--- src/hbne_pkg.sv ---
// ---------------------------------------------------------------------------
// hbne_pkg
// Shared types, constants and helpers for the Hamming-ball enumerator.
// ---------------------------------------------------------------------------
package hbne_pkg;

  localparam int SLICE_BITS = 8;   // 2..10
  localparam int MAX_RADIUS = 2;   // 0..2
  localparam int FIELD_W    = 8;   // width of slice_value / neighbour_value
  localparam int POS_W      = $clog2(SLICE_BITS);
  localparam int QDEPTH     = 2;
  localparam int QPTR_W     = $clog2(QDEPTH);
  localparam int QCNT_W     = $clog2(QDEPTH + 1);

  localparam logic [1:0] DIST0 = 2'd0;
  localparam logic [1:0] DIST1 = 2'd1;
  localparam logic [1:0] DIST2 = 2'd2;

  localparam logic [1:0] RADIUS_RST = 2'd1;
  localparam logic [1:0] RADIUS_MAX = 2'(MAX_RADIUS);

  typedef logic [SLICE_BITS-1:0] slice_t;

  // one queued job: masked slice and saturated radius
  typedef struct packed {
    slice_t     val;
    logic [1:0] rad;
  } job_t;

  typedef struct packed {
    logic              full;
    logic              nonempty;
    logic [QCNT_W-1:0] count;
  } qstat_t;

  // field -> slice width (truncate or zero-extend)
  function automatic slice_t to_slice(input logic [FIELD_W-1:0] v);
    slice_t r;
    r = '0;
    for (int i = 0; i < FIELD_W; i++) begin
      if (i < SLICE_BITS) r[i] = v[i];
    end
    return r;
  endfunction

  // slice -> field width (truncate or zero-extend)
  function automatic logic [FIELD_W-1:0] to_field(input slice_t v);
    logic [FIELD_W-1:0] r;
    r = '0;
    for (int i = 0; i < SLICE_BITS; i++) begin
      if (i < FIELD_W) r[i] = v[i];
    end
    return r;
  endfunction

endpackage

--- src/hbne_front.sv ---
// ---------------------------------------------------------------------------
// hbne_front
// Input stage: registers the slice, masks it and saturates the radius.
// ---------------------------------------------------------------------------
module hbne_front (
  input  logic                          clk,
  input  logic                          rst,
  input  logic [hbne_pkg::FIELD_W-1:0]  slice_value,
  input  logic                          in_valid,
  output logic                          in_ready,
  input  logic [1:0]                    radius,
  input  logic                          q_full,
  output logic                          push,
  output hbne_pkg::job_t                push_job
);
  import hbne_pkg::*;

  logic       fv;
  job_t       fjob;
  logic [1:0] rad_sat;

  assign rad_sat  = (radius > RADIUS_MAX) ? RADIUS_MAX : radius;
  assign push     = fv && !q_full;
  assign in_ready = !fv || !q_full;
  assign push_job = fjob;

  always_ff @(posedge clk) begin
    if (rst) begin
      fv <= 1'b0;
    end else if (in_valid && in_ready) begin
      fv <= 1'b1;
    end else if (push) begin
      fv <= 1'b0;
    end
  end

  always_ff @(posedge clk) begin
    if (in_valid && in_ready) begin
      fjob.val <= to_slice(slice_value);
      fjob.rad <= rad_sat;
    end
  end

endmodule

--- src/hbne_queue.sv ---
// ---------------------------------------------------------------------------
// hbne_queue
// Short job FIFO between front and back.
// ---------------------------------------------------------------------------
module hbne_queue (
  input  logic            clk,
  input  logic            rst,
  input  logic            push,
  input  hbne_pkg::job_t  push_job,
  input  logic            pop,
  output hbne_pkg::job_t  pop_job,
  output hbne_pkg::qstat_t stat
);
  import hbne_pkg::*;

  job_t              mem [QDEPTH];
  logic [QPTR_W-1:0] wptr;
  logic [QPTR_W-1:0] rptr;
  logic [QCNT_W-1:0] count;

  localparam logic [QPTR_W-1:0] PTR_LAST = QPTR_W'(QDEPTH - 1);
  localparam logic [QCNT_W-1:0] CNT_FULL = QCNT_W'(QDEPTH);

  assign stat.full     = (count == CNT_FULL);
  assign stat.nonempty = (count != '0);
  assign stat.count    = count;
  assign pop_job       = mem[rptr];

  always_ff @(posedge clk) begin
    if (push) mem[wptr] <= push_job;
  end

  always_ff @(posedge clk) begin
    if (rst) begin
      wptr  <= '0;
      rptr  <= '0;
      count <= '0;
    end else begin
      if (push) wptr <= (wptr == PTR_LAST) ? '0 : wptr + 1'b1;
      if (pop)  rptr <= (rptr == PTR_LAST) ? '0 : rptr + 1'b1;
      case ({push, pop})
        2'b10:   count <= count + 1'b1;
        2'b01:   count <= count - 1'b1;
        default: count <= count;
      endcase
    end
  end

endmodule

--- src/hbne_back.sv ---
// ---------------------------------------------------------------------------
// hbne_back
// Enumeration sequencer: walks distance 0, 1, 2 position sets and drives
// one neighbour per cycle into the output register while the output is not stalled.
// ---------------------------------------------------------------------------
module hbne_back (
  input  logic                          clk,
  input  logic                          rst,
  input  hbne_pkg::qstat_t              qstat,
  input  hbne_pkg::job_t                pop_job,
  output logic                          pop,
  output logic                          out_valid,
  input  logic                          out_ready,
  output logic [hbne_pkg::FIELD_W-1:0]  neighbour_value,
  output logic [1:0]                    distance,
  output logic                          last
);
  import hbne_pkg::*;

  localparam logic [POS_W-1:0] POS_LAST = POS_W'(SLICE_BITS - 1);
  localparam logic [POS_W-1:0] POS_PEN  = POS_W'(SLICE_BITS - 2);
  localparam slice_t           ONE      = slice_t'(1);

  logic             cur_valid;
  slice_t           cur_val;
  logic [1:0]       cur_rad;
  logic [1:0]       cur_dist;
  logic [POS_W-1:0] pa;
  logic [POS_W-1:0] pb;

  logic   emit;
  logic   last_now;
  slice_t flip;

  assign emit = cur_valid && (!out_valid || out_ready);
  assign pop  = !cur_valid && qstat.nonempty;

  // position index 0 is the MSB of the slice
  always_comb begin
    flip = '0;
    if (cur_dist != DIST0) flip = flip | (ONE << (POS_LAST - pa));
    if (cur_dist == DIST2) flip = flip | (ONE << (POS_LAST - pb));
  end

  always_comb begin
    case (cur_dist)
      DIST0:   last_now = (cur_rad == DIST0);
      DIST1:   last_now = (cur_rad == DIST1) && (pa == POS_LAST);
      DIST2:   last_now = (pa == POS_PEN) && (pb == POS_LAST);
      default: last_now = 1'b1;
    endcase
  end

  always_ff @(posedge clk) begin
    if (rst) begin
      cur_valid <= 1'b0;
    end else if (pop) begin
      cur_valid <= 1'b1;
    end else if (emit && last_now) begin
      cur_valid <= 1'b0;
    end
  end

  always_ff @(posedge clk) begin
    if (pop) begin
      cur_val  <= pop_job.val;
      cur_rad  <= pop_job.rad;
      cur_dist <= DIST0;
      pa       <= '0;
      pb       <= POS_W'(1);
    end else if (emit && !last_now) begin
      case (cur_dist)
        DIST0: begin
          cur_dist <= DIST1;
          pa       <= '0;
        end
        DIST1: begin
          if (pa == POS_LAST) begin
            cur_dist <= DIST2;
            pa       <= '0;
            pb       <= POS_W'(1);
          end else begin
            pa <= pa + 1'b1;
          end
        end
        default: begin
          if (pb == POS_LAST) begin
            pa <= pa + 1'b1;
            pb <= POS_W'(pa + 2'd2);
          end else begin
            pb <= pb + 1'b1;
          end
        end
      endcase
    end
  end

  always_ff @(posedge clk) begin
    if (rst) begin
      out_valid <= 1'b0;
    end else if (emit) begin
      out_valid <= 1'b1;
    end else if (out_ready) begin
      out_valid <= 1'b0;
    end
  end

  always_ff @(posedge clk) begin
    if (emit) begin
      neighbour_value <= to_field(cur_val ^ flip);
      distance        <= cur_dist;
      last            <= last_now;
    end
  end

endmodule

--- src/hamming_ball_neighbour_enumerator_core.sv ---
// ---------------------------------------------------------------------------
// hamming_ball_neighbour_enumerator_core
// Path from input transaction to first result: front register, queue, back
//   load, output register; then one neighbour per cycle while the output
//   is not stalled: 1 + 8 + 28 = 37 results at radius 2, 9 at radius 1,
//   1 at radius 0. The back sequencer loads the next job from the queue
//   only after emitting the last neighbour of the current one.
// Reset (rst, synchronous): empties front, queue and output; radius = 1.
// ---------------------------------------------------------------------------
module hamming_ball_neighbour_enumerator_core (
  input  logic                          clk,
  input  logic                          rst,
  // configuration: radius register
  input  logic                          cfg_wen,
  input  logic [1:0]                    cfg_wdata,
  // input channel
  input  logic                          in_valid,
  output logic                          in_ready,
  input  logic [hbne_pkg::FIELD_W-1:0]  slice_value,
  // output channel
  output logic                          out_valid,
  input  logic                          out_ready,
  output logic [hbne_pkg::FIELD_W-1:0]  neighbour_value,
  output logic [1:0]                    distance,
  output logic                          last
);
  import hbne_pkg::*;

  // Radius register. Saturation to MAX_RADIUS happens in the front, so the
  // raw 2-bit code is kept here.
  logic [1:0] radius;

  always_ff @(posedge clk) begin
    if (rst) begin
      radius <= RADIUS_RST;
    end else if (cfg_wen) begin
      radius <= cfg_wdata;
    end
  end

  // Front -> queue -> back. Each transaction is captured as a job (masked
  // slice + saturated radius); the back stalls only on the output side.
  logic   push;
  job_t   push_job;
  logic   pop;
  job_t   pop_job;
  qstat_t qstat;

  hbne_front u_front (
    .clk         (clk),
    .rst         (rst),
    .slice_value (slice_value),
    .in_valid    (in_valid),
    .in_ready    (in_ready),
    .radius      (radius),
    .q_full      (qstat.full),
    .push        (push),
    .push_job    (push_job)
  );

  hbne_queue u_queue (
    .clk      (clk),
    .rst      (rst),
    .push     (push),
    .push_job (push_job),
    .pop      (pop),
    .pop_job  (pop_job),
    .stat     (qstat)
  );

  hbne_back u_back (
    .clk             (clk),
    .rst             (rst),
    .qstat           (qstat),
    .pop_job         (pop_job),
    .pop             (pop),
    .out_valid       (out_valid),
    .out_ready       (out_ready),
    .neighbour_value (neighbour_value),
    .distance        (distance),
    .last            (last)
  );

  // -------------------------------------------------------------------------
  // Assertions
  // -------------------------------------------------------------------------

  // a non-final neighbour taken means the sequencer has the next one ready
  a_no_gap: assert property (@(posedge clk) disable iff (rst)
    (out_valid && out_ready && !last) |=> out_valid)
    else $error("gap inside one item's neighbour burst");

  // queue occupancy bounded
  a_q_bound: assert property (@(posedge clk) disable iff (rst)
    qstat.count <= QCNT_W'(QDEPTH))
    else $error("job queue overflow");

  // a sequencer load only pops a non-empty queue, never while a push meets a full queue
  a_pop_idle: assert property (@(posedge clk) disable iff (rst)
    pop |-> qstat.nonempty && !(push && qstat.full))
    else $error("queue pop/push inconsistent");

endmodule
--- config.mk ---
export PLATFORM = sky130hd
export DESIGN_NAME = hamming_ball_neighbour_enumerator_core
export DESIGN_NICKNAME = d
export VERILOG_FILES = /design/src/hbne_pkg.sv /design/src/hbne_front.sv /design/src/hbne_queue.sv /design/src/hbne_back.sv /design/src/hamming_ball_neighbour_enumerator_core.sv
export SDC_FILE = /design/constraint.sdc
export NUM_CORES = 1
export LEC_CHECK = 0
export ABC_AREA = 1
export BUFFER_PORTS_ARGS = -buffer_cell sky130_fd_sc_hd__buf_4
export CORE_UTILIZATION = 50
export CTS_CLUSTER_SIZE = 12
export DETAILED_ROUTE_END_ITERATION = 10
export PLACE_DENSITY = 0.67
export RECOVER_POWER = 50
export SYNTH_ARGS = -nofsm -noshare
export SYNTH_HDL_FRONTEND = slang
export SYNTH_HIERARCHICAL = 1
export SYNTH_SLANG_ARGS = --single-unit
--- constraint.sdc ---
create_clock -name clk -period 4.3 [get_ports clk]
set_input_delay 0.43 -clock clk [delete_from_list [all_inputs] [get_ports clk]]
set_output_delay 0.43 -clock clk [all_outputs]
set_load 0.005 [all_outputs]
==> summary.txt, run 1 <==
Status: finished, violations left
Failing checks: max-capacitance violations, max-slew violations
Tmin final: 2.34 ns
Ant. Diodes: 0
Placed cell count: 349
Post-CTS setup buffer count: 0
Syn avg cell area: 12.0 µm²
Crit path from: u_back/cur_valid$_SDFFE_PP0P_
CTS Root Cell: clkbuf_8
Syn Inst Count: 252
Ratio of cells with drive above 1 in the final layout: 20.1%
Max Slew Vio Count: 17
Vias per cell: 4.81
Hold WS: 0.275 ns
Slew @ Worst Pin: 1.75 ns
P_sw: 0.000677 W
Post-synthesis sequential area ratio: 62.7%
Switching share of power: 33.0%
Via count: 1,757
Worst rel slew slack: -16.8%
Clock Path Buffers: 2
Post-Layout Cell Count: 365
Comb power frac: 27.1%
Cell Area, Placed: 3300 µm²
Antenna violations before repair: 0
Initial DRT Pass Iterations: 4
WL final: 4.24 mm
Worst-Skew Late Latency: 0.35 ns
Final ANT Viol Nets: 0
First-pass GRT wire length: 7.40 mm
Initial Util: 53.2%
Synth cell types: 31
R2R Setup Slk: 1.96 ns
Die Y: 79.7 µm
CP endpoint kind: flip-flop
Final net count: 316
Critical path required time: 4.59 ns
Worst-path fanout max: 16
Layout Cell Area excl Fill: 3440 µm²
Initial DRC count: 35
Setup violators final: 0
Worst Hold Class: in -> reg
Synth top area cells: edfxtp_1, dfxtp_1, ha_1
Clock Sink Count: 69
Die span in x: 79.7 µm
Vias in the first global route: 1,718
DR WL/cell: 11.6 µm
Power share of the clock group: 22.8%
Drt drc: 0
Detail Placement HPWL: 3.06 mm
Placer Congestion: 0.836
#FFs+latches synth: 69
Pwr dens: 596 nW/µm²
Max Clock Freq: 427 MHz
Count of input and output buffers: 27
Yosys top cell area share: 50.7%
Critical path class: reg -> reg
Final Skew: 0.00798 ns
CP arrival: 2.63 ns
Number of max-cap violations: 1
Internal power: 0.00138 W
Critical path destination: u_back/pa[1]$_SDFFE_PP0P_
Final Hold Viols: 0
Sequential share of power: 50.1%
# resized after CTS: 0
R2R depth: 6
Pin count of the biggest net entering global routing: 17
Hold-fix buffers at CTS: 0
Mapped Nets: 280
DIE AREA: 6350 µm²
Setup TNS: 0 ns
Synth Cell Area: 3020 µm²
Critical Path Start Type: flip-flop
Worst vdd ir: 303 µV
Core area: 5680 µm²
RR Endpoint: u_back/pa[1]$_SDFFE_PP0P_
Layout area overhead: 14.1%
# H-tree levels: 3
Clock-pin slew on the worst setup and hold paths: 0.08 ns
Synth warn: 6
I/O pin count: 28
TritonCTS clock tree: done
Final period util: 54.4%
Unrepaired setup endpoints after global routing: no
GRT overflow: 0
Leak: 1.48 nW
Reg2reg start: u_back/cur_valid$_SDFFE_PP0P_
Total CTS buffers: 9
Cell taking the most area after synthesis: edfxtp_1
Std-Cell Rows: 27
Gr usage total: 16.2%
-- placed cells by master (no fill, tap or decap), types with 4 or more instances in the layout --
cell / n
ha_1: 13
edfxtp_1: 51
nand3_1: 15
clkbuf_4: 19
mux2_1: 6
inv_1: 33
mux2_4: 4
clkbuf_8: 9
buf_4: 8
nand2_1: 37
dfxtp_1: 18
xor2_1: 7
nor2_1: 31
a21oi_1: 8
-- metal layers --
metal	part of all wire (%)	track usage, %
met1	45	17.3
met2	47	26.9
met3	5.3	7.20
met4	2.4	8.55
met5	0	0
-- worst min path at each step --
stage	startpoint	end	cells after the start
detailed placement	u_front/push_job[1]$_SDFFCE_PN1P_	u_queue/mem[0][1]$_DFFE_PP_	0
floorplan	u_front/push_job[0]$_SDFFCE_PN0P_	u_queue/mem[0][0]$_DFFE_PP_	0
finish	slice_value[6]	u_front/push_job[8]$_DFFE_PP_	1
global placement	u_front/push_job[7]$_DFFE_PP_	u_queue/mem[0][7]$_DFFE_PP_	0
global route	slice_value[6]	u_front/push_job[8]$_DFFE_PP_	1
CTS	slice_value[6]	u_front/push_job[8]$_DFFE_PP_	1
-- final cells by class --
cell class	instances	area (µm²)
tap	72	90.1
fill	479	2230
clock buffer	9	124
sequential	69	1890
timing repair buffer	27	203
inverter	36	135
multi-input combinational	145	942
clock inverter	7	58.8
-- Yosys cell counts (all sizes together) --
library cell and instances:
inv 36, o22ai 1, xnor2 2, nand3 16, a22oi 1, nand4 4, mux2 10, buf 1
nand2 40, a211oi 2, dfxtp 18, xor2 7, o21ai 4, a21oi 9, o31ai 2, nor2 32
clkbuf 1, ha 13, nor3 1, edfxtp 51, nand3b 1
-- cell families after synthesis --
kind of cell	after synthesis	synth area share, %
DFF	69	62.7
buffers and inverters	38	4.97
muxes	10	4.97
and+or+nand+nor	94	15.1
xor gates and xnor gates	9	2.61
AOI/OAI and AO/OA	19	4.27
adders and majority gates	13	5.39
-- sequential cells by signal (all words and copies together) (netlist names), named ones only --
register,count
u_queue/mem,20
u_front/push_job,10
u_back/cur_val,8
u_back/neighbour_value,8
u_back/pa,3
u_back/pb,3
radius,2
u_back/cur_dist,2
u_back/cur_rad,2
u_back/distance,2
u_queue/count,2
u_back/cur_valid,1
u_back/last,1
u_back/out_valid,1
u_front/fv,1
u_queue/rptr,1
u_queue/wptr,1
-- critical path: stages, from the launching register on --
cell and delay (ns):
dfxtp_1 0.34, inv_1 0.06, a21oi_1 1.31, nand4_4 0.28, nand2_1 0.14, nand2_1 0.07, nor2_1 0.09
-- power by group through the flow --
| stage | combinational, W | clock [W] | sequential [W] |
|---|---|---|---|
| 2_1_floorplan | 0.000458 | 0 | 0.00101 |
| 3_3_place_gp | 0.000578 | 0 | 0.00105 |
| 3_5_place_dp | 0.000591 | 0 | 0.00105 |
| 4_1_cts | 0.000592 | 0.000487 | 0.00104 |
| 5_1_grt | 0.000634 | 0.000513 | 0.00105 |
| 6_report | 0.000557 | 0.000468 | 0.00103 |
-- stage by stage --
stage	total power (W)	utilization, %	setup WS, ns
2_1_floorplan	0.00147	-	2.67
3_3_place_gp	0.00163	58.1	2.46
3_5_place_dp	0.00164	58.1	2.36
4_1_cts	0.00212	61.3	2.34
5_1_grt	0.00220	60.7	1.68
6_report	0.00205	60.7	1.96
No activity file was read; power rests on OpenSTA's default activity.
==> run 2: changes to the inputs <==
- ABC_AREA: 1 -> 0
- clock period: 4.3 -> 2.4 ns (I/O delays scaled with it)
==> summary.txt, run 2 <==
Worst-path fanout max: 8 (-8)
Ratio of cells with drive above 1 in the final layout: 25.3% (+5.2 points)
Mapped Nets: 229 (-18%)
WL final: 4.23 mm (-0.33%)
Final net count: 264 (-16%)
Final Total Pwr: 0.00358 W (+74%)
Via count: 1,586 (-9.7%)
Die span in x: 77.9 µm (-2.2%)
Post-synth EDFFs: 51 (unchanged)
Initial Util: 52.0% (-1.2 points)
Cell taking the most area after synthesis: edfxtp_1
Ant. Diodes: 0 (unchanged)
First-pass GRT wire length: 7.25 mm (-2.0%)
Critical path required time: 2.64 ns (-1.95 ns)
R2R depth: 7 (+1)
Critical Path Start Type: flip-flop
Synth top area cells: edfxtp_1, dfxtp_1, ha_1
Commonest non-fill, non-tap cell in the layout: edfxtp_1
Max Slew Vio Count: 0 (-17)
Pin count of the biggest net entering global routing: 19 (+2)
Leak: 1.24 nW (-16%)
Most frequent cells in the layout: edfxtp_1, clkbuf_4, dfxtp_1
Count of input and output buffers: 27 (unchanged)
Top cells by count, synth: edfxtp_1, dfxtp_1, ha_1
Syn Inst Count: 201 (-20%)
Setup TNS: 0 ns (unchanged)
Synth cell types: 43 (+39%)
Pwr dens: 1070 nW/µm² (+79%)
R2R Setup Slk: 0.20 ns (-1.76 ns)
Final Skew: 0.00943 ns (+0.00145 ns)
Syn avg cell area: 14.3 µm² (+20%)
Post-Layout Cell Count: 313 (-14%)
FFs w/ async S/R, synth: 0% (unchanged)
Post-CTS setup buffer count: 0 (unchanged)
Detail Placement HPWL: 2.94 mm (-3.8%)
Vias per cell: 5.07 (+5.3%)
GRT overflow: 0 (unchanged)
DIE AREA: 6070 µm² (-4.4%)
Std-Cell Rows: 27 (unchanged)
Hold-fix buffers at CTS: 0 (unchanged)
Top_reg_cell synth: edfxtp_1
Most common cell in the netlist: edfxtp_1
CP arrival: 2.44 ns (-0.19 ns)
Final period util: 91.6% (+37 points)
Final ANT Viol Nets: 0 (unchanged)
Gr usage total: 16.2% (-0.077 points)
I/O pin count: 28 (unchanged)
Vias in the first global route: 1,556 (-9.4%)
#FFs+latches synth: 69 (unchanged)
Total CTS buffers: 9 (unchanged)
Layout area overhead: 16.6%
Hold Crit Depth: 1 (unchanged)
Worst rel slew slack: 60.8% (+78 points)
Critical path class: reg -> reg
CTS Root Cell: clkbuf_8
Synth Cell Area: 2880 µm² (-4.5%)
TritonCTS clock tree: done
Slew @ Worst Pin: 0.587 ns (-1.16 ns)
Number of max-cap violations: 0 (-1)
Die Y: 77.9 µm (-2.2%)
Placer Congestion: 0.861 (+2.9%)
DR WL/cell: 13.5 µm (+16%)
CP endpoint kind: flip-flop
Antenna violations before repair: 0 (unchanged)
Synth warn: 6 (unchanged)
Placed cell count: 297 (-15%)
# H-tree levels: 3 (unchanged)
Clock Sink Count: 69 (unchanged)
Tmin final: 2.20 ns (-0.142 ns)
Worst-Skew Late Latency: 0.34 ns (about the same)
Clock-pin slew on the worst setup and hold paths: 0.08 ns (about the same)
Yosys top cell area share: 53.1% (+2.4 points)
Setup violators final: 0 (unchanged)
Post-synthesis sequential area ratio: 65.7% (+3.0 points)
Drt drc: 0 (unchanged)
Max Clock Freq: 455 MHz (+6.5%)
Worst Hold Class: in -> reg
Worst vdd ir: 585 µV (+93%)
Initial DRC count: 53 (+51%)
Unrepaired setup endpoints after global routing: no
Core area: 5540 µm² (-2.4%)
Clock Path Buffers: 2 (unchanged)
Register with the most flip-flops: u_queue/mem
Status: finished, final reports clean
Initial DRT Pass Iterations: 4 (unchanged)
Final Hold Viols: 0 (unchanged)
# resized after CTS: 0 (unchanged)
Max reg flops: 20 (unchanged)
[run 2: cell count changes in the layout (fill, tap and decap cells not counted), moves of 4 or more]
cell / delta
nor2b_1: +5
nor2_1: -20
nand2_1: -30
mux2_2: +10
nand3_1: -11
mux2_1: -5
inv_1: -23
xnor2_1: +9
mux2_4: -4
xor2_1: -5
[run 2: power breakdown]
group	internal, W	leakage (nW)	switching (W)	total, W
registers	0.00164	0.625	0.000152	0.00179
clock network	0.000483	0.0960	0.000442	0.000925
logic	0.000403	0.522	0.000460	0.000864
total	0.00252	1.24	0.00105	0.00358
[run 2: through the flow]
| step | hold WS [ns] | setup WS [ns] | utilization, % | instance area [µm²] |
|---|---|---|---|---|
| 6_report | 0.0956 | 0.202 | 60.6 | 3360 |
| 5_1_grt | 0.0763 | 0.0252 | 60.6 | 3360 |
| 4_1_cts | 0.0562 | 0.220 | 60.7 | 3360 |
| 3_5_place_dp | 0.419 | 0.260 | 57.1 | 3170 |
| 3_3_place_gp | 0.418 | 0.340 | 57.1 | 3170 |
| 2_1_floorplan | 0.309 | 0.365 | - | 2880 |
[run 2: cells by family (layout without fill, tap and decap cells)]
| group | after synthesis | after routing | share of synthesized area (%) |
|---|---|---|---|
| flip-flops | 69 | 69 | 65.7 |
| AO/OA/AOI/OAI | 33 | 33 | 8.90 |
| multiplexers | 13 | 13 | 4.99 |
| AND/OR/NAND/NOR | 42 | 42 | 8.21 |
| XOR/XNOR | 13 | 13 | 3.95 |
| adder cells (fa/ha/maj) | 13 | 13 | 5.64 |
| buffers and inverters | 18 | 58 | 2.65 |
[run 2: path summary, 6_finish.rpt]
kind,to,startpoint
worst max-delay path,u_back/pa[1]$_SDFFE_PP0P_,u_back/pb[0]$_SDFFE_PP1P_
worst min-delay path,u_front/push_job[7]$_DFFE_PP_,slice_value[5]
worst max register to register,u_back/pa[1]$_SDFFE_PP0P_,u_back/pb[0]$_SDFFE_PP1P_
worst min register to register,u_queue/mem[0][5]$_DFFE_PP_,u_front/push_job[5]$_DFFE_PP_
[run 2: final cells by class]
| class | instances | area [µm²] |
|---|---|---|
| Tap cell | 72 | 90.1 |
| Clock buffer | 9 | 124 |
| Inverter | 12 | 45.0 |
| Sequential cell | 69 | 1890 |
| Clock inverter | 7 | 72.6 |
| Fill cell | 445 | 2180 |
| Multi-Input combinational cell | 114 | 911 |
| Timing Repair Buffer | 30 | 225 |
[run 2: worst max-delay path, stage by stage (launching register included)]
cell,delay (ns)
dfxtp_1,0.36
ha_1,0.24
ha_1,0.28
a31o_1,0.27
a221o_1,0.37
nor3_2,0.31
o211ai_1,0.16
o31ai_1,0.11
[run 2: per-layer routing]
metal  wire length, µm  up-vias  share of wire, %  GRT usage [%]
met5                 0        -                 0              0
met4                76        0               1.8           7.78
met3               154        7               3.6           4.59
met2              2010       28                48           25.8
met1              1980      747                47           20.3
li1                  -      804                 -              -
